### src/design/tkh_pkg.sv
// shared types, constants and helpers for the triangle k-count histogram
`default_nettype none

package tkh_pkg;

  localparam int DEFAULT_MAX_BINS = 64;
  localparam int VAL_W            = 20;
  localparam int CNT_W            = 32;
  localparam int LIMIT_W          = 7;
  localparam int IDX_W            = 6;
  localparam int KVAL_W           = 6;
  localparam int K_FIRST          = 3;
  localparam int LIMIT_MIN        = 4;
  localparam logic [LIMIT_W-1:0] LIMIT_RESET = 7'd64;

  typedef enum logic [1:0] {
    StIdle,
    StCalc,
    StWrite
  } tkh_state_e;

  typedef enum logic {
    ReqCount = 1'b0,
    ReqRead  = 1'b1
  } tkh_req_e;

  // number of pairs among n items
  function automatic int tkh_pairs(input int n);
    int r;
    r = 0;
    if (n >= 2) begin
      r = (n * (n - 1)) / 2;
    end
    return r;
  endfunction

endpackage

`default_nettype wire

### src/design/tkh_bin_ram.sv
// histogram bin memory, one write and one registered read port, per-entry valid bits
`default_nettype none

module tkh_bin_ram #(
  parameter int DEPTH = tkh_pkg::DEFAULT_MAX_BINS,
  parameter int AW    = $clog2(DEPTH)
) (
  input  wire logic                     clk_i,
  input  wire logic                     rst_ni,
  input  wire logic                     rd_en_i,
  input  wire logic [AW-1:0]            rd_addr_i,
  output logic      [tkh_pkg::CNT_W-1:0] rd_data_o,
  input  wire logic                     wr_en_i,
  input  wire logic [AW-1:0]            wr_addr_i,
  input  wire logic [tkh_pkg::CNT_W-1:0] wr_data_i
);
  import tkh_pkg::*;

  logic [CNT_W-1:0] mem [DEPTH];
  logic [DEPTH-1:0] vld_q;
  logic [CNT_W-1:0] rd_data_q;
  logic             rd_vld_q;

  always_ff @(posedge clk_i) begin
    if (wr_en_i) begin
      mem[wr_addr_i] <= wr_data_i;
    end
    if (rd_en_i) begin
      rd_data_q <= mem[rd_addr_i];
    end
  end

  // an entry never written since reset reads as zero
  always_ff @(posedge clk_i or negedge rst_ni) begin
    if (!rst_ni) begin
      vld_q    <= '0;
      rd_vld_q <= 1'b0;
    end else begin
      if (wr_en_i) begin
        vld_q[wr_addr_i] <= 1'b1;
      end
      if (rd_en_i) begin
        rd_vld_q <= vld_q[rd_addr_i];
      end
    end
  end

  assign rd_data_o = rd_vld_q ? rd_data_q : '0;

endmodule

`default_nettype wire

### src/design/tkh_kfind.sv
// parallel threshold compares and thermometer encode for the k bin
`default_nettype none

module tkh_kfind #(
  parameter int MAX_BINS = tkh_pkg::DEFAULT_MAX_BINS,
  parameter int AW       = $clog2(MAX_BINS),
  parameter int LW       = $clog2(MAX_BINS + 1)
) (
  input  wire logic [tkh_pkg::VAL_W-1:0] vmin_i,
  input  wire logic [tkh_pkg::VAL_W-1:0] emin_i,
  input  wire logic [LW-1:0]             lim_i,
  output logic      [AW-1:0]             best_o
);
  import tkh_pkg::*;

  logic [MAX_BINS:0] ok;

  // ok is a thermometer: once a threshold fails all larger k fail too
  always_comb begin
    ok = '0;
    for (int j = K_FIRST; j < MAX_BINS; j++) begin
      if (j == K_FIRST) begin
        ok[j] = 1'b1;
      end else begin
        ok[j] = (int'(vmin_i) >= tkh_pairs(j - 1)) && (int'(emin_i) >= j - 2) &&
                (j < int'(lim_i));
      end
    end
  end

  always_comb begin
    best_o = '0;
    for (int j = K_FIRST; j < MAX_BINS; j++) begin
      if (ok[j] && !ok[j+1]) begin
        best_o = best_o | AW'(j);
      end
    end
  end

endmodule

`default_nettype wire

### src/design/triangle_kcount_histogram.sv
// triangle k-count histogram top level: request control, k search and bin update
// flow: a request is accepted, then StCalc computes k and reads the bin, and StWrite
//   writes the bin back and loads the result register, holding while it is full
// a new request waits for StWrite to finish, due to the bin ram read-modify-write
// reset: all bins read as zero and bin_limit is 64 right after reset, no clearing pass
`default_nettype none

module triangle_kcount_histogram #(
  parameter int MAX_BINS = tkh_pkg::DEFAULT_MAX_BINS
) (
  input  wire logic                         clk_i,
  input  wire logic                         rst_ni,
  input  wire logic                         cfg_we_i,
  input  wire logic [tkh_pkg::LIMIT_W-1:0]  cfg_wdata_i,
  input  wire logic                         in_valid_i,
  output logic                              in_ready_o,
  input  wire logic                         req_type_i,
  input  wire logic [tkh_pkg::VAL_W-1:0]    vert_first_i,
  input  wire logic [tkh_pkg::VAL_W-1:0]    vert_second_i,
  input  wire logic [tkh_pkg::VAL_W-1:0]    vert_third_i,
  input  wire logic [tkh_pkg::VAL_W-1:0]    vdeg_first_i,
  input  wire logic [tkh_pkg::VAL_W-1:0]    vdeg_second_i,
  input  wire logic [tkh_pkg::VAL_W-1:0]    vdeg_third_i,
  input  wire logic [tkh_pkg::VAL_W-1:0]    edeg_one_i,
  input  wire logic [tkh_pkg::VAL_W-1:0]    edeg_two_i,
  input  wire logic [tkh_pkg::VAL_W-1:0]    edeg_three_i,
  input  wire logic [tkh_pkg::IDX_W-1:0]    bin_index_i,
  output logic                              out_valid_o,
  input  wire logic                         out_ready_i,
  output logic                              counted_o,
  output logic      [tkh_pkg::KVAL_W-1:0]   kvalue_o,
  output logic      [tkh_pkg::CNT_W-1:0]    bin_count_o
);
  import tkh_pkg::*;

  localparam int AW = $clog2(MAX_BINS);
  localparam int LW = $clog2(MAX_BINS + 1);

  tkh_state_e state_q, state_d;

  logic [LIMIT_W-1:0] bin_limit_q;
  logic [LW-1:0]      lim;

  logic               req_rd_q;
  logic               cnt_q;
  logic [VAL_W-1:0]   vmin_q, emin_q;
  logic [VAL_W-1:0]   vmin_d, emin_d;
  logic [IDX_W-1:0]   idx_q;
  logic [AW-1:0]      best, best_q;

  logic               accept;
  logic               slot_free;
  logic               finish;
  logic               rd_en;
  logic [AW-1:0]      rd_addr;
  logic [CNT_W-1:0]   rd_data;
  logic               wr_en;
  logic [CNT_W-1:0]   wr_data;
  logic               idx_in_range;

  logic               out_valid_q;
  logic               counted_q;
  logic [KVAL_W-1:0]  kvalue_q;
  logic [CNT_W-1:0]   bin_count_q;

  // config register
  always_ff @(posedge clk_i or negedge rst_ni) begin
    if (!rst_ni) begin
      bin_limit_q <= LIMIT_RESET;
    end else if (cfg_we_i) begin
      bin_limit_q <= cfg_wdata_i;
    end
  end

  // clamp the limit into [4, MAX_BINS]
  always_comb begin
    if (int'(bin_limit_q) > MAX_BINS) begin
      lim = LW'(MAX_BINS);
    end else if (int'(bin_limit_q) < LIMIT_MIN) begin
      lim = LW'(LIMIT_MIN);
    end else begin
      lim = LW'(bin_limit_q);
    end
  end

  always_comb begin
    vmin_d = vdeg_first_i;
    if (vdeg_second_i < vmin_d) vmin_d = vdeg_second_i;
    if (vdeg_third_i < vmin_d)  vmin_d = vdeg_third_i;
    emin_d = edeg_one_i;
    if (edeg_two_i < emin_d)    emin_d = edeg_two_i;
    if (edeg_three_i < emin_d)  emin_d = edeg_three_i;
  end

  assign slot_free = !out_valid_q || out_ready_i;
  assign accept    = in_valid_i && in_ready_o;

  // request capture
  always_ff @(posedge clk_i) begin
    if (accept) begin
      req_rd_q <= (req_type_i == ReqRead);
      cnt_q    <= (req_type_i == ReqCount) && (vert_first_i > vert_second_i) &&
                  (vert_first_i > vert_third_i);
      vmin_q   <= vmin_d;
      emin_q   <= emin_d;
      idx_q    <= bin_index_i;
    end
    if (state_q == StCalc) begin
      best_q <= best;
    end
  end

  tkh_kfind #(
    .MAX_BINS (MAX_BINS),
    .AW       (AW),
    .LW       (LW)
  ) u_kfind (
    .vmin_i (vmin_q),
    .emin_i (emin_q),
    .lim_i  (lim),
    .best_o (best)
  );

  assign idx_in_range = int'(idx_q) < MAX_BINS;
  assign rd_addr      = req_rd_q ? AW'(idx_q) : best;
  assign rd_en        = (state_q == StCalc);

  // saturating increment
  assign wr_data = (rd_data == '1) ? rd_data : rd_data + CNT_W'(1);
  assign wr_en   = finish && cnt_q;

  tkh_bin_ram #(
    .DEPTH (MAX_BINS),
    .AW    (AW)
  ) u_bin_ram (
    .clk_i     (clk_i),
    .rst_ni    (rst_ni),
    .rd_en_i   (rd_en),
    .rd_addr_i (rd_addr),
    .rd_data_o (rd_data),
    .wr_en_i   (wr_en),
    .wr_addr_i (best_q),
    .wr_data_i (wr_data)
  );

  always_ff @(posedge clk_i or negedge rst_ni) begin
    if (!rst_ni) begin
      state_q <= StIdle;
    end else begin
      state_q <= state_d;
    end
  end

  always_comb begin
    state_d    = state_q;
    in_ready_o = 1'b0;
    finish     = 1'b0;
    case (state_q)
      StIdle: begin
        in_ready_o = 1'b1;
        if (in_valid_i) state_d = StCalc;
      end
      StCalc: begin
        state_d = StWrite;
      end
      StWrite: begin
        // hold here until the result register can take the result
        if (slot_free) begin
          finish     = 1'b1;
          in_ready_o = 1'b1;
          state_d    = in_valid_i ? StCalc : StIdle;
        end
      end
      default: begin
        state_d = StIdle;
      end
    endcase
  end

  // result register
  always_ff @(posedge clk_i or negedge rst_ni) begin
    if (!rst_ni) begin
      out_valid_q <= 1'b0;
    end else if (finish) begin
      out_valid_q <= 1'b1;
    end else if (out_ready_i) begin
      out_valid_q <= 1'b0;
    end
  end

  always_ff @(posedge clk_i) begin
    if (finish) begin
      counted_q   <= cnt_q;
      kvalue_q    <= cnt_q ? KVAL_W'(best_q) : '0;
      bin_count_q <= (req_rd_q && idx_in_range) ? rd_data : '0;
    end
  end

  assign out_valid_o = out_valid_q;
  assign counted_o   = counted_q;
  assign kvalue_o    = kvalue_q;
  assign bin_count_o = bin_count_q;

`ifndef SYNTHESIS
  a_accept_to_calc: assert property (@(posedge clk_i) disable iff (!rst_ni)
    accept |=> state_q == StCalc)
    else $error("accepted request did not start the k search");

  a_result_from_write: assert property (@(posedge clk_i) disable iff (!rst_ni)
    $rose(out_valid_q) |-> $past(state_q) == StWrite)
    else $error("result appeared outside the write-back step");

  a_best_below_limit: assert property (@(posedge clk_i) disable iff (!rst_ni)
    state_q == StCalc |-> int'(best) < int'(lim))
    else $error("chosen bin is not below the bin limit");

  a_write_only_counted: assert property (@(posedge clk_i) disable iff (!rst_ni)
    wr_en |-> cnt_q && !req_rd_q && state_q == StWrite)
    else $error("bin written for a request that is not a counted triangle");
`endif

endmodule

`default_nettype wire

### config.mk
export PLATFORM = sky130hd
export DESIGN_NAME = triangle_kcount_histogram
export DESIGN_NICKNAME = d
export VERILOG_FILES = /design/src/design/tkh_pkg.sv /design/src/design/tkh_bin_ram.sv /design/src/design/tkh_kfind.sv /design/src/design/triangle_kcount_histogram.sv
export SDC_FILE = /design/constraint.sdc
export NUM_CORES = 2
export LEC_CHECK = 0
export CAP_MARGIN = 20
export CORE_UTILIZATION = 55
export DETAILED_ROUTE_END_ITERATION = 10
export DONT_BUFFER_PORTS = 1
export HOLD_SLACK_MARGIN = 0.03
export PLACE_DENSITY = 0.8
export SETUP_SLACK_MARGIN = 0.15
export SLEW_MARGIN = 10
export SYNTH_ARGS = -nofsm -noshare
export SYNTH_HDL_FRONTEND = slang
export SYNTH_SLANG_ARGS = --single-unit
### constraint.sdc
create_clock -name clk_i -period 6.75 [get_ports clk_i]
set_input_delay 1.0125 -clock clk_i [delete_from_list [all_inputs] [get_ports clk_i]]
set_output_delay 1.0125 -clock clk_i [all_outputs]
set_load 0.02 [all_outputs]
==> flow_summary.toml <==
[yosys]
synth_compound_area_frac = 0.06601
avgSynthCellArea_um2 = 14.50
synth_simple_gate_area_frac = 0.08568
syn_area_um2 = 96480
synth.distinct_cells = 94
ys_seq_elements = 2248
synth-main-ff-cell = "edfxtp_1"
syn_nets = 6972
async_reset_ff_frac = 0.03336
synth_mux_area_frac = 0.1123
synth_edf_count = 2173
netlist_instances = 6656
synth_top_area_frac = 0.6763
synth_top_cell_by_area = "edfxtp_1"
ys_warn_count = 0
synth_xor_area_frac = 0.002723
seq_area_frac_synth = 0.6958
synth_area_leaders = "edfxtp_1, mux2i_1, nand2_1"
synth_top_family_by_area = "multiplexers"
synthAdderAreaFrac = 0.01517

[clocking]
clock_latency_ns = 0.89
cts_root_buf = "clkbuf_16"
cts_buffer_depth = 3
clk_pin_slew_worst_paths_ns = 0.06
cts_setup_buffers = 0
clkSinkCount = 2248
h-tree-depth = 4
cts_tree = "built"
numCtsBuffers = 206

[setup_path]
end_kind = "flop"
crit_type = "flop to flop"
cp_max_fo = 19
r2r_start = "vmin_q[8]"
r2r_slack_ns = 0.21
worstPathArrival_ns = 7.15
start_kind = "flop"
reg2reg_to = "u_bin_ram.rd_data_q[22]"
worstPathRequired_ns = 7.36
worst-r2r-cell-count = 17

[flow_run]
drv_cap = 0

[finish]
fillerInstances = 11897
drive_above_1_share = 0.1558
nets = 7237
syn2layout_area_growth_pct = 13.50

[die]
die_w_um = 420.8
start_util = 0.5544
fp.coreArea_um2 = 174000
boundaryPins = 240
die_area_um2 = 177100
die_h_um = 420.8
rows = 153

[sta]
fmax_mhz = 152.9
whs_ns = 0.04047
setup_viol = 0
fin_worst_skew_ns = 0.09260
relSlewSlack = 0.1612
rsz0062_at_grt = "false"
worstMarginPinSlew_ns = 1.247
fin_tns_setup_ns = 0
fin_crit_ns = 6.540
hold_violations = 0
slew_violations = 0
period_share = 0.9689

[place]
globalplace.congestion = 1.027
dp_hpwl_mm = 185.4
portBuffers = 0

[min_path]
hp-class = "input pin to asynchronous set/reset pin"

[global_route]
grt_antenna_before_repair = 9
grt_start_max_net_pins = 133
grt_pass1_vias = 58881
grt_pass1_wl_mm = 412.6
grt_overflow = 0
grt_usage = 0.3255

[drt]
wirelength_mm = 290.7
wl_per_cell_um = 30.81
vias = 62084
viasPerCell = 6.582
drc = 2
drt_iter0_markers = 10250
firstDrtPassIters = 11
antenna_left = 0

[run_status]
violations = "DRC"
status = "complete, but fails checks"

[power]
clockPowerShare = 0.376
p_comb_frac = 0.108
power.share.sequential = 0.517
p_leak_nw = 42.15
irDropWorstVdd_mv = 0.2896
power_density_nw_per_um2 = 279.8
netSwitchingPower_mw = 7.578
p_int_mw = 23.06
sw_frac_of_total = 0.2473
through the flow:
stage	instance area, µm²	util	worst slack, ns	total power, mW	std cells
2_1_floorplan	96480	-	0.5245	17.80	6656
3_3_place_gp	102700	0.5900	0.04961	19.18	9033
3_5_place_dp	102700	0.5903	0.05836	19.24	9035
4_1_cts	109400	0.6289	0.3548	30.52	9424
5_1_grt	109500	0.6292	0.1573	31.31	9427
6_report	109500	0.6293	0.2099	30.64	9433
placed cells by master (no fill, tap or decap), drive strengths merged, types with 15 or more instances in the layout:
master  Yosys  routed
xnor2      25      25
and2       81      81
nor4       64      64
nand2     846     846
mux2i     932     932
nand2b     29      29
o22ai      68      68
o21ai     111     111
buf       133     465
a22o       64      64
or4        15      15
inv       137     145
edfxtp   2173    2173
mux2      133     133
and3       84      84
nor2b      20      20
clkinv      0      90
nand4      39      39
nor2      144     144
ha        117     117
o21a       16      16
a31oi     111     111
or2        65      65
a21oi     150     150
a21o       48      48
a211oi     99      99
dfrtp      74      74
or3        18      18
a32oi      90      90
and4       15      15
nand3     253     253
nor3       29      29
a221oi     15      15
clkbuf    276     272
metal layers:
layer / vias to the layer above / GRT usage / part of all wire
met5: - / 0 / 0.00016
met4: 6 / 0.1456 / 0.052
met3: 760 / 0.1068 / 0.15
met1: 30464 / 0.4579 / 0.37
li1: 26090 / - / -
met2: 4764 / 0.4615 / 0.42
worst max-delay path, cell delays in order, from the launching register on:
cell	delay (ns)
edfxtp_1	0.66
nor4_1	0.48
nand4_1	0.16
buf_4	0.25
a2111oi_0	0.60
a221oi_1	0.22
a22o_1	0.35
or3b_2	0.51
o41a_2	0.64
buf_4	0.21
buf_4	0.19
nor2_1	0.39
nand3_2	0.18
buf_12	0.20
o22ai_1	0.59
nor4_1	0.24
buf_4	0.23
and3_1	0.16
power groups by stage:
stage / clock network (mW) / logic (mW) / registers [mW]
after CTS: 11.5 / 3.16 / 15.8
final: 11.5 / 3.30 / 15.8
after global routing: 12.1 / 3.41 / 15.8
after global placement: 0 / 3.07 / 16.1
after floorplan: 0 / 1.78 / 16.0
after detailed placement: 0 / 3.12 / 16.1
sequential cells by signal, summed over array words and instances, names as in the netlist:
name,cells
bin_limit_q,7
best_q,6
emin_q,20
counted_o,1
kvalue_o,6
cnt_q,1
req_rd_q,1
bin_count_o,32
u_bin_ram.mem,2048
u_bin_ram.rd_vld_q,1
idx_q,6
vmin_q,20
state_q,2
u_bin_ram.rd_data_q,32
out_valid_o,1
u_bin_ram.vld_q,64
cell families after synthesis:
group           count (synthesis)
flops                        2248
simple gates                 1740
mux                          1065
compound gates                910
buf+inv                       546
fa+ha+maj                     117
xor+xnor                       30
cell usage after synthesis, types with 68 or more instances:
| master | count |
|---|---|
| o21ai_0 | 111 |
| and2_1 | 80 |
| o22ai_1 | 68 |
| a31oi_1 | 111 |
| nand2_1 | 846 |
| and3_1 | 84 |
| mux2_2 | 132 |
| buf_2 | 77 |
| inv_1 | 137 |
| a21oi_1 | 148 |
| edfxtp_1 | 2173 |
| nand3_1 | 252 |
| a211oi_1 | 98 |
| ha_1 | 117 |
| a32oi_1 | 90 |
| nor2_1 | 144 |
| dfrtp_1 | 74 |
| mux2i_1 | 932 |
| clkbuf_1 | 276 |
repair_timing:
item,4_1_cts,5_1_grt
hold buffers,1,0
pin swaps,0,0
endpoints found under the hold margin,75,0
gates resized for setup,1,1
endpoints found under the setup margin,1,1
gates cloned,0,0
cell type report:
cell class	instances	area, µm²	area share
Clock inverter	116	1112	0.01016
Tap cell	2325	2909	0.02657
Clock buffer	272	5575	0.05091
Inverter	137	514.2	0.004696
Timing Repair Buffer	466	4242	0.03873
Multi-Input combinational cell	3862	28000	0.2557
Antenna cell	7	17.52	0.0001600
Sequential cell	2248	67130	0.6130
worst max path at each step:
stage	endpoint	from	slack, ns	cells after the start
4_1_cts	u_bin_ram.rd_data_q[25]	vmin_q[8]	0.35	19
6_report	u_bin_ram.rd_data_q[22]	vmin_q[8]	0.21	17
3_5_place_dp	u_bin_ram.rd_data_q[25]	vmin_q[8]	0.06	19
3_3_place_gp	u_bin_ram.rd_data_q[25]	emin_q[10]	0.05	19
2_1_floorplan	emin_q[0]	edeg_one_i[1]	0.52	28
5_1_grt	u_bin_ram.rd_data_q[1]	vmin_q[8]	0.16	16
Note: power is estimated with default switching activity, not from simulation.
